==> config.mk <==
export PLATFORM = sky130hd
export DESIGN_NAME = per_peer_replay_window_dedup
export DESIGN_NICKNAME = d
export VERILOG_FILES = /design/src/hw/rtl/pprwd_pkg.sv /design/src/hw/rtl/pprwd_cell.sv /design/src/hw/rtl/per_peer_replay_window_dedup.sv
export VERILOG_INCLUDE_DIRS = /design/src /design/src/hw/rtl
export SDC_FILE = /design/constraint.sdc
export NUM_CORES = 2
export LEC_CHECK = 0
export BUFFER_PORTS_ARGS = -buffer_cell sky130_fd_sc_hd__buf_2
export CORE_UTILIZATION = 57
export DETAILED_ROUTE_END_ITERATION = 8
export PLACE_DENSITY = 0.75
export SYNTH_ARGS = -nofsm -noshare
export SYNTH_HDL_FRONTEND = slang
export SYNTH_SLANG_ARGS = --single-unit
==> constraint.sdc <==
create_clock -name clock -period 4.95 [get_ports clock]
set_input_delay 0.99 -clock clock [delete_from_list [all_inputs] [get_ports clock]]
set_output_delay 0.99 -clock clock [all_outputs]
set_load 0.05 [all_outputs]
==> src/hw/rtl/per_peer_replay_window_dedup_macros.svh <==
// Assertion macros for the per-peer replay window filter.
// Included by per_peer_replay_window_dedup.sv, which checks its own logic; uses its clock and reset.
`ifndef PER_PEER_REPLAY_WINDOW_DEDUP_MACROS_SVH
`define PER_PEER_REPLAY_WINDOW_DEDUP_MACROS_SVH
`ifndef SYNTH
`define PPRWD_ASSERT(lbl, cond, msg) \
   lbl: assert property (@(posedge clock) disable iff (reset) (cond)) else $error(msg);
`define PPRWD_ASSERT_IMP(lbl, ante, cons, msg) \
   lbl: assert property (@(posedge clock) disable iff (reset) (ante) |-> (cons)) \
      else $error(msg);
`define PPRWD_ASSERT_NXT(lbl, ante, cons, msg) \
   lbl: assert property (@(posedge clock) disable iff (reset) (ante) |=> (cons)) \
      else $error(msg);
`else
`define PPRWD_ASSERT(lbl, cond, msg)
`define PPRWD_ASSERT_IMP(lbl, ante, cons, msg)
`define PPRWD_ASSERT_NXT(lbl, ante, cons, msg)
`endif
`endif

==> src/hw/rtl/pprwd_pkg.sv <==
// Shared sizes, types and codes of the per-peer replay window filter.
// No dependencies; used by pprwd_cell and per_peer_replay_window_dedup.
`default_nettype none

package pprwd_pkg;

   localparam int PEER_SLOTS   = 16;
   localparam int WINDOW_BITS  = 16;
   localparam int PEER_ID_BITS = 32;

   // The low ID_KEY_BITS bits (here all 32) of the 32-bit peer id port take part in the match.
   localparam int ID_KEY_BITS = (PEER_ID_BITS < 32) ? PEER_ID_BITS : 32;
   localparam int RANK_BITS   = (PEER_SLOTS > 1) ? $clog2(PEER_SLOTS) : 1;

   localparam logic CMD_CHECK = 1'b0;
   localparam logic CMD_STORE = 1'b1;

   localparam logic [7:0] STATUS_OK = 8'd0;

   typedef logic [ID_KEY_BITS-1:0] key_type;
   typedef logic [15:0]            seq_type;
   typedef logic [WINDOW_BITS-1:0] win_type;
   typedef logic [7:0]             status_type;
   typedef logic [RANK_BITS-1:0]   rank_type;
   typedef logic [PEER_SLOTS-1:0]  slot_vec_type;

   // What one cell shows to the controller.
   typedef struct packed {
      logic       valid;
      logic       hit;
      logic       first_free;
      logic       victim;
      seq_type    head_seq;
      win_type    window;
      status_type status;
      rank_type   rank;
   } cell_view_type;

   // Update broadcast from the controller to every cell.
   typedef struct packed {
      logic       en;
      logic       check;
      logic       fresh;
      rank_type   old_rank;
      logic       wr_seq;
      seq_type    seq;
      win_type    window;
      logic       wr_status;
      status_type status;
   } cell_upd_type;

endpackage

`default_nettype wire

==> src/hw/rtl/pprwd_cell.sv <==
// One peer slot of the replay filter: id, last sequence, window, status, LRU rank.
// Depends on pprwd_pkg; a row of these cells is built by per_peer_replay_window_dedup.
`default_nettype none

module pprwd_cell (
   input  wire logic                   clock,
   input  wire logic                   reset,
   input  wire pprwd_pkg::key_type     key,
   input  wire logic                   free_seen_in,
   output logic                        free_seen_out,
   input  wire logic                   sel,
   input  wire pprwd_pkg::cell_upd_type upd,
   output pprwd_pkg::cell_view_type    view
);

   logic                  valid_ff, valid_in;
   pprwd_pkg::rank_type   rank_ff, rank_in;
   pprwd_pkg::key_type    peer_ff, peer_in;
   pprwd_pkg::seq_type    head_seq_ff, head_seq_in;
   pprwd_pkg::win_type    window_ff, window_in;
   pprwd_pkg::status_type status_ff, status_in;

   // The free-slot token runs down the row: the first empty cell claims it.
   assign free_seen_out = free_seen_in | ~valid_ff;

   always_comb begin
      view.valid      = valid_ff;
      view.hit        = valid_ff && (peer_ff == key);
      view.first_free = ~valid_ff & ~free_seen_in;
      view.victim     = valid_ff &&
                        (rank_ff == pprwd_pkg::rank_type'(pprwd_pkg::PEER_SLOTS - 1));
      view.head_seq   = head_seq_ff;
      view.window     = window_ff;
      view.status     = status_ff;
      view.rank       = rank_ff;
   end

   always_comb begin
      valid_in    = valid_ff;
      rank_in     = rank_ff;
      peer_in     = peer_ff;
      head_seq_in = head_seq_ff;
      window_in   = window_ff;
      status_in   = status_ff;
      if (upd.en) begin
         if (sel) begin
            if (upd.check) begin
               valid_in  = 1'b1;
               rank_in   = '0;
               peer_in   = key;
               window_in = upd.window;
               if (upd.wr_seq) begin
                  head_seq_in = upd.seq;
               end
            end
            if (upd.wr_status) begin
               status_in = upd.status;
            end
         end else if (upd.check && valid_ff && (upd.fresh || rank_ff < upd.old_rank)) begin
            // Every peer younger than the touched one, or every valid peer when a new one is added, ages by one.
            rank_in = rank_ff + 1'b1;
         end
      end
   end

   always_ff @(posedge clock) begin
      if (reset) begin
         valid_ff <= 1'b0;
         rank_ff  <= '0;
      end else begin
         valid_ff <= valid_in;
         rank_ff  <= rank_in;
      end
   end

   always_ff @(posedge clock) begin
      peer_ff     <= peer_in;
      head_seq_ff <= head_seq_in;
      window_ff   <= window_in;
      status_ff   <= status_in;
   end

endmodule

`default_nettype wire

==> src/hw/rtl/per_peer_replay_window_dedup.sv <==
// Per-peer anti-replay filter: a row of peer cells and the lookup/update controller.
// Depends on pprwd_pkg, pprwd_cell and per_peer_replay_window_dedup_macros.svh.
`default_nettype none

// A word is taken when start is high and busy is low. Each word is first
// latched; then all peer cells compare the id at once and the free-slot token
// ripples down the row; then the window logic computes the new window and
// writes it into the chosen cell. rsp_valid is registered from that write and is
// a one-cycle result strobe that must be taken then; busy is already low in that
// cycle, so the next word can be issued while the result is shown, but not
// before. Check words that miss take the first empty slot, or else replace the
// least recently checked peer; store words to an unknown peer only return zeros.
`include "per_peer_replay_window_dedup_macros.svh"

module per_peer_replay_window_dedup (
   input  wire logic        clock,
   input  wire logic        reset,
   input  wire logic        start,
   output logic             busy,
   input  wire logic        req_cmd,
   input  wire logic [31:0] req_peer_id,
   input  wire logic [15:0] req_seq_num,
   input  wire logic [7:0]  req_ack_status,
   output logic             rsp_valid,
   output logic             rsp_is_duplicate,
   output logic [7:0]       rsp_cached_status,
   output logic             rsp_new_peer,
   output logic             rsp_evicted
);

   typedef enum logic [2:0] {
      ST_IDLE = 3'b001,
      ST_LOOK = 3'b010,
      ST_UPD  = 3'b100
   } state_type;

   state_type state_ff, state_in;

   // Latched word.
   logic                  cmd_ff;
   pprwd_pkg::key_type    key_ff;
   pprwd_pkg::seq_type    seq_ff;
   pprwd_pkg::status_type ack_ff;

   // Lookup results.
   pprwd_pkg::slot_vec_type target_ff;
   logic                    hit_any_ff;
   logic                    evict_ff;
   pprwd_pkg::seq_type      last_ff;
   pprwd_pkg::win_type      win_ff;
   pprwd_pkg::status_type   status_ff;
   pprwd_pkg::rank_type     rank_ff;

   // Result registers.
   logic                  rsp_valid_ff, rsp_valid_in;
   logic                  dup_ff, dup_in;
   pprwd_pkg::status_type cached_ff, cached_in;
   logic                  new_ff, new_in;
   logic                  ev_ff, ev_in;

   pprwd_pkg::cell_view_type view [pprwd_pkg::PEER_SLOTS];
   logic [pprwd_pkg::PEER_SLOTS:0] free_chain;
   pprwd_pkg::slot_vec_type        hit_vec, free_vec, victim_vec;
   logic                           any_free;
   pprwd_pkg::seq_type             g_last;
   pprwd_pkg::win_type             g_win;
   pprwd_pkg::status_type          g_status;
   pprwd_pkg::rank_type            g_rank;
   pprwd_pkg::cell_upd_type        upd;
   pprwd_pkg::seq_type             fwd_gap, back;
   pprwd_pkg::win_type             back_bit;

   assign free_chain[0] = 1'b0;
   assign any_free      = free_chain[pprwd_pkg::PEER_SLOTS];

   for (genvar i = 0; i < pprwd_pkg::PEER_SLOTS; i++) begin : g_cell
      pprwd_cell u_cell (
         .clock         (clock),
         .reset         (reset),
         .key           (key_ff),
         .free_seen_in  (free_chain[i]),
         .free_seen_out (free_chain[i+1]),
         .sel           (target_ff[i]),
         .upd           (upd),
         .view          (view[i])
      );
   end

   // At most one cell matches, so its fields are gathered by a masked OR.
   always_comb begin
      hit_vec    = '0;
      free_vec   = '0;
      victim_vec = '0;
      g_last     = '0;
      g_win      = '0;
      g_status   = '0;
      g_rank     = '0;
      for (int i = 0; i < pprwd_pkg::PEER_SLOTS; i++) begin
         hit_vec[i]    = view[i].hit;
         free_vec[i]   = view[i].first_free;
         victim_vec[i] = view[i].victim;
         if (view[i].hit) begin
            g_last   = g_last | view[i].head_seq;
            g_win    = g_win | view[i].window;
            g_status = g_status | view[i].status;
            g_rank   = g_rank | view[i].rank;
         end
      end
   end

   always_comb begin
      state_in = state_ff;
      case (state_ff)
         ST_IDLE: begin
            if (start) begin
               state_in = ST_LOOK;
            end
         end
         ST_LOOK: state_in = ST_UPD;
         ST_UPD:  state_in = ST_IDLE;
         default: state_in = ST_IDLE;
      endcase
   end

   assign busy = (state_ff != ST_IDLE);

   always_ff @(posedge clock) begin
      if (state_ff == ST_IDLE && start) begin
         cmd_ff <= req_cmd;
         key_ff <= req_peer_id[pprwd_pkg::ID_KEY_BITS-1:0];
         seq_ff <= req_seq_num;
         ack_ff <= req_ack_status;
      end
      if (state_ff == ST_LOOK) begin
         hit_any_ff <= |hit_vec;
         evict_ff   <= ~any_free;
         if (|hit_vec) begin
            target_ff <= hit_vec;
         end else if (any_free) begin
            target_ff <= free_vec;
         end else begin
            target_ff <= victim_vec;
         end
         last_ff   <= g_last;
         win_ff    <= g_win;
         status_ff <= g_status;
         rank_ff   <= g_rank;
      end
   end

   // Window update: signed 16-bit distance between the new and last numbers.
   assign fwd_gap  = seq_ff - last_ff;
   assign back     = 16'd0 - fwd_gap;
   assign back_bit = pprwd_pkg::win_type'(1) << back;

   always_comb begin
      upd           = '0;
      upd.en        = (state_ff == ST_UPD);
      upd.check     = (cmd_ff == pprwd_pkg::CMD_CHECK);
      upd.old_rank  = rank_ff;
      upd.seq       = seq_ff;
      upd.window    = win_ff;
      upd.status    = ack_ff;
      dup_in        = 1'b0;
      new_in        = 1'b0;
      ev_in         = 1'b0;
      if (cmd_ff == pprwd_pkg::CMD_STORE) begin
         upd.en        = (state_ff == ST_UPD) && hit_any_ff;
         upd.wr_status = 1'b1;
      end else if (!hit_any_ff) begin
         upd.fresh     = 1'b1;
         upd.wr_seq    = 1'b1;
         upd.window    = pprwd_pkg::win_type'(1);
         upd.wr_status = 1'b1;
         upd.status    = pprwd_pkg::STATUS_OK;
         new_in        = 1'b1;
         ev_in         = evict_ff;
      end else if (fwd_gap == 16'd0) begin
         dup_in = 1'b1;
      end else if (!fwd_gap[15]) begin
         // Forward slide; a shift of the window width or more clears it.
         upd.wr_seq = 1'b1;
         upd.window = pprwd_pkg::win_type'(win_ff << fwd_gap) | pprwd_pkg::win_type'(1);
      end else if (back >= 16'(pprwd_pkg::WINDOW_BITS)) begin
         // Far behind, including a distance of -32768: resync.
         upd.wr_seq = 1'b1;
         upd.window = pprwd_pkg::win_type'(1);
      end else begin
         dup_in     = |(win_ff & back_bit);
         upd.window = win_ff | back_bit;
      end
      cached_in    = dup_in ? status_ff : '0;
      rsp_valid_in = (state_ff == ST_UPD);
   end

   always_ff @(posedge clock) begin
      if (reset) begin
         state_ff     <= ST_IDLE;
         rsp_valid_ff <= 1'b0;
      end else begin
         state_ff     <= state_in;
         rsp_valid_ff <= rsp_valid_in;
      end
   end

   always_ff @(posedge clock) begin
      if (state_ff == ST_UPD) begin
         dup_ff    <= dup_in;
         cached_ff <= cached_in;
         new_ff    <= new_in;
         ev_ff     <= ev_in;
      end
   end

   assign rsp_valid         = rsp_valid_ff;
   assign rsp_is_duplicate  = dup_ff;
   assign rsp_cached_status = cached_ff;
   assign rsp_new_peer      = new_ff;
   assign rsp_evicted       = ev_ff;

   `PPRWD_ASSERT(a_hit_unique, $onehot0(hit_vec), "more than one cell matches the peer id")
   `PPRWD_ASSERT_IMP(a_victim_unique, !any_free, $onehot(victim_vec),
      "full table without one oldest peer")
   `PPRWD_ASSERT_IMP(a_target_onehot,
      state_ff == ST_UPD && cmd_ff == pprwd_pkg::CMD_CHECK, $onehot(target_ff),
      "check update without one target cell")
   `PPRWD_ASSERT_NXT(a_rsp_after_upd, state_ff == ST_UPD, rsp_valid,
      "update cycle gave no result strobe")
   `PPRWD_ASSERT_NXT(a_busy_after_start, start && !busy, busy && !rsp_valid,
      "accepted word did not raise busy")

endmodule

`default_nettype wire
==> run metrics <==
Layout area overhead=13.76%; crit path launch type=register; Worst-path clk slew=around 0.060 ns; num rows=between 100 and 150; GRT overflow=0; worst slew pin tran=1.117 ns; Slew Viols, Final=0; dominant cells by area after synthesis=edfxtp_1 (69%), xnor2_1 (7.1%), dfxtp_1 (3.0%); Yosys top cell area share=between 60% and 70%; IO Port Bufs=between 70 and 80; Hold Slack=roughly 0.4 ns; clock tree sinks=1366; vias=33670; sequential area share after synthesis=between 70% and 80%; DP Worst Slack=~0.22 ns; Max FO, Critical Path=9; chip width=315.5 microns; total CTS buffers=137; outcome=complete, but fails checks; hold buffers post-CTS=0; most frequent cells in the layout=edfxtp_1 (1282), xnor2_1 (455), buf_4 (202); most common flop cell mapped by yosys=edfxtp_1; hold crit path type=primary input to register; r2r setup slk=0.25 ns; dpl cells=4914; R2R depth=16; placed instance area=roughly 60000 sq um; gpl congestion=0.9121; vias per inst=6.526; XOR/XNOR share of the synthesized area=8.505%; TritonRoute pass-1 iters=9; area of the die=99540 sq um; max cap viols=0; cell count after synthesis=3531; fin cells=5159; Async S/R FF share, synth=0%; post-synthesis simple-gate area fraction=between 6 and 7%; Post-Syn Nets=3673; layout cell share with drive strength beyond 1=between 10% and 20%; WS Path Type=register to register; Critical Path End Type=register; main combinational cell family by area after synthesis=compound AO/OA/AOI/OAI gates; compound-gate portion of the synthesized area=9.288%; Post-synth EDFFs=1282; Bufs on Longest Clock Path=3; Setup-failing EPs final=0; FF-to-FF End=rsp_cached_status[6]; RSZ-0062 raised after global routing=no; clk_lat worst skew=0.76 ns; Leak Pwr=20.74 nW; failing checks=design-rule violations; post-route cell area=63730 sq um; CP peak stage delay=0.46 ns; library cells used by synthesis=79; Initial Util=57.76%; Total GRT Usage=around 30%; Hold EP=seq_ff[13]; Worst Path Required=5.56 ns; setup TNS=0 ns; Min-Delay Path Depth=1; synthesized area=56020 sq um; max frequency=212.6 MHz; WP buf/inv=4; vias in the first global route=~33000; # DRC=9; boundary pin count=73; initial antenna violation count=6; mux share of post-synthesis cell area=less than 1%; detailed placer's ending HPWL=roughly 90000 microns; CTS tree=built; cell chain of the critical path=inv_1 > ha_1 > inv_1 > fa_1 > a211oi_2 > o31a_1 > xor2_1 > a21bo_2 > a2111oi_4 > and2_1 > a41oi_1 > buf_4 > a2111o_1 > a211oi_4 > buf_4 > and3b_1; start of the worst register-to-register path=seq_ff[0]; CTS H-Tree Depth=4; final antenna-violating net count=0; drt wl/cell=around 28 microns; clk_skew=0.03141 ns; Final min period=4.703 ns; Synth area leader=edfxtp_1; Slowest-stage cell, CP=a2111oi_4; Top Family by Delay on Critical Path=compound AO/OA/AOI/OAI gates; worst path arrival time=5.31 ns; final WL=146300 microns; pin count of the biggest net entering global routing=52; drt initial violations=4236; nets=3920; Synth Area in Adders=1.845%; Pwr Density=377.1 nW/um^2; Clock Tree Root=clkbuf_16; max_slew headroom=around 26%; Max VDD drop=275.3 uV; commonest non-fill, non-tap cell in the layout=edfxtp_1; first-pass GRT wire length=214400 microns; flops & latches, synth=1366; Core Area=96990 sq um; fin worst setup slack=0.2472 ns; syn avg cell area=15.87 sq um; Final period util=95.01%; Die Ht=315.5 microns; Final Hold Viols=0; hold path startpoint=req_seq_num[13]; synth warn=0
-- metal layers --
layer	vias to the layer above	global-route usage, %	wire (microns)
li1	14430	-	-
met1	16930	42.54	59200
met2	1975	45.41	66580
met3	331	6.028	15820
met4	4	9.662	4657
met5	-	0	23
-- worst max path at each step --
stage / startpoint / endpoint / slack (ns) / cells after the start
after global routing: seq_ff[0] / g_cell[1].u_cell.window_ff[6] / 0.01 / 15
after global placement: seq_ff[0] / g_cell[4].u_cell.window_ff[5] / 0.29 / 14
after floorplan: seq_ff[0] / g_cell[0].u_cell.window_ff[6] / 0.02 / 14
final: seq_ff[0] / rsp_cached_status[6] / 0.25 / 16
after CTS: seq_ff[0] / g_cell[4].u_cell.window_ff[5] / 0.21 / 14
after detailed placement: seq_ff[0] / g_cell[1].u_cell.window_ff[5] / 0.22 / 14
-- cells in the mapped netlist (7+ instances only) --
library cell  instances
ha_1                 81
o21bai_1             14
xor2_1               88
or2_2                 7
a22o_1              176
o21ai_0              33
nand3_1              36
nor2_1              122
nor3_1               32
nand2_1              56
edfxtp_1           1282
a221oi_1            179
xnor2_1             456
o211a_1              16
a311oi_1             14
a41oi_1              15
nor2b_1              45
a22oi_1              14
and2_1               33
a211oi_1             10
inv_1                40
mux2i_1              26
and3b_1               9
buf_2                 7
nand4_1             180
o21a_1                7
nor4_1               55
clkbuf_1            171
nand2b_1             22
a21o_1               51
dfxtp_1              84
a21oi_1              66
-- state kept, by name (all words and copies together), names as in the netlist --
register and flops:
seq_ff 16, g_cell.u_cell.head_seq_ff 256, evict_ff 1, win_ff 16, g_cell.u_cell.status_ff 128, rsp_valid 1, state_ff 3, ack_ff 8
g_cell.u_cell.rank_ff 64, last_ff 16, rsp_cached_status 8, rsp_new_peer 1, g_cell.u_cell.valid_ff 16, rank_ff 4, cmd_ff 1, g_cell.u_cell.window_ff 256
rsp_evicted 1, hit_any_ff 1, g_cell.u_cell.peer_ff 512, key_ff 32, rsp_is_duplicate 1, status_ff 8, target_ff 16
-- where the power goes --
group / internal [W] / total [W] / switching (W)
Sequential: 0.0127 / 0.0128 / 0.000111
Clock: 0.00589 / 0.0102 / 0.00430
Combinational: 0.000405 / 0.00107 / 0.000661
Total: 0.0190 / 0.0240 / 0.00507
-- layout make-up --
class	instances	area, sq um
timing repair buffer	291	2217
clock inverter	74	699.4
inverter	40	150.1
clock buffer	165	3660
antenna	5	12.51
tap	1276	1597
sequential	1366	40180
fill	6635	33260
multi-input combinational	1942	15220
-- cells by family after synthesis --
| group | Yosys count |
|---|---|
| compound gates | 643 |
| xor+xnor | 544 |
| fa+ha+maj | 82 |
| buf+inv | 223 |
| flops | 1366 |
| mux | 37 |
| simple gates | 636 |
-- through the flow --
step	utilization [%]	total power, W
after global routing	65.69	0.02460
after detailed placement	61.16	0.01407
final	65.71	0.02403
after CTS	65.65	0.02410
after floorplan	-	0.01364
after global placement	61.16	0.01405
-- what timing repair did --
action / CTS / global route
setup buffers: 0 / 1
gates resized for setup: 0 / 7
endpoints found under the setup margin: 0 / 89
Power figures use the tool's default switching activity.
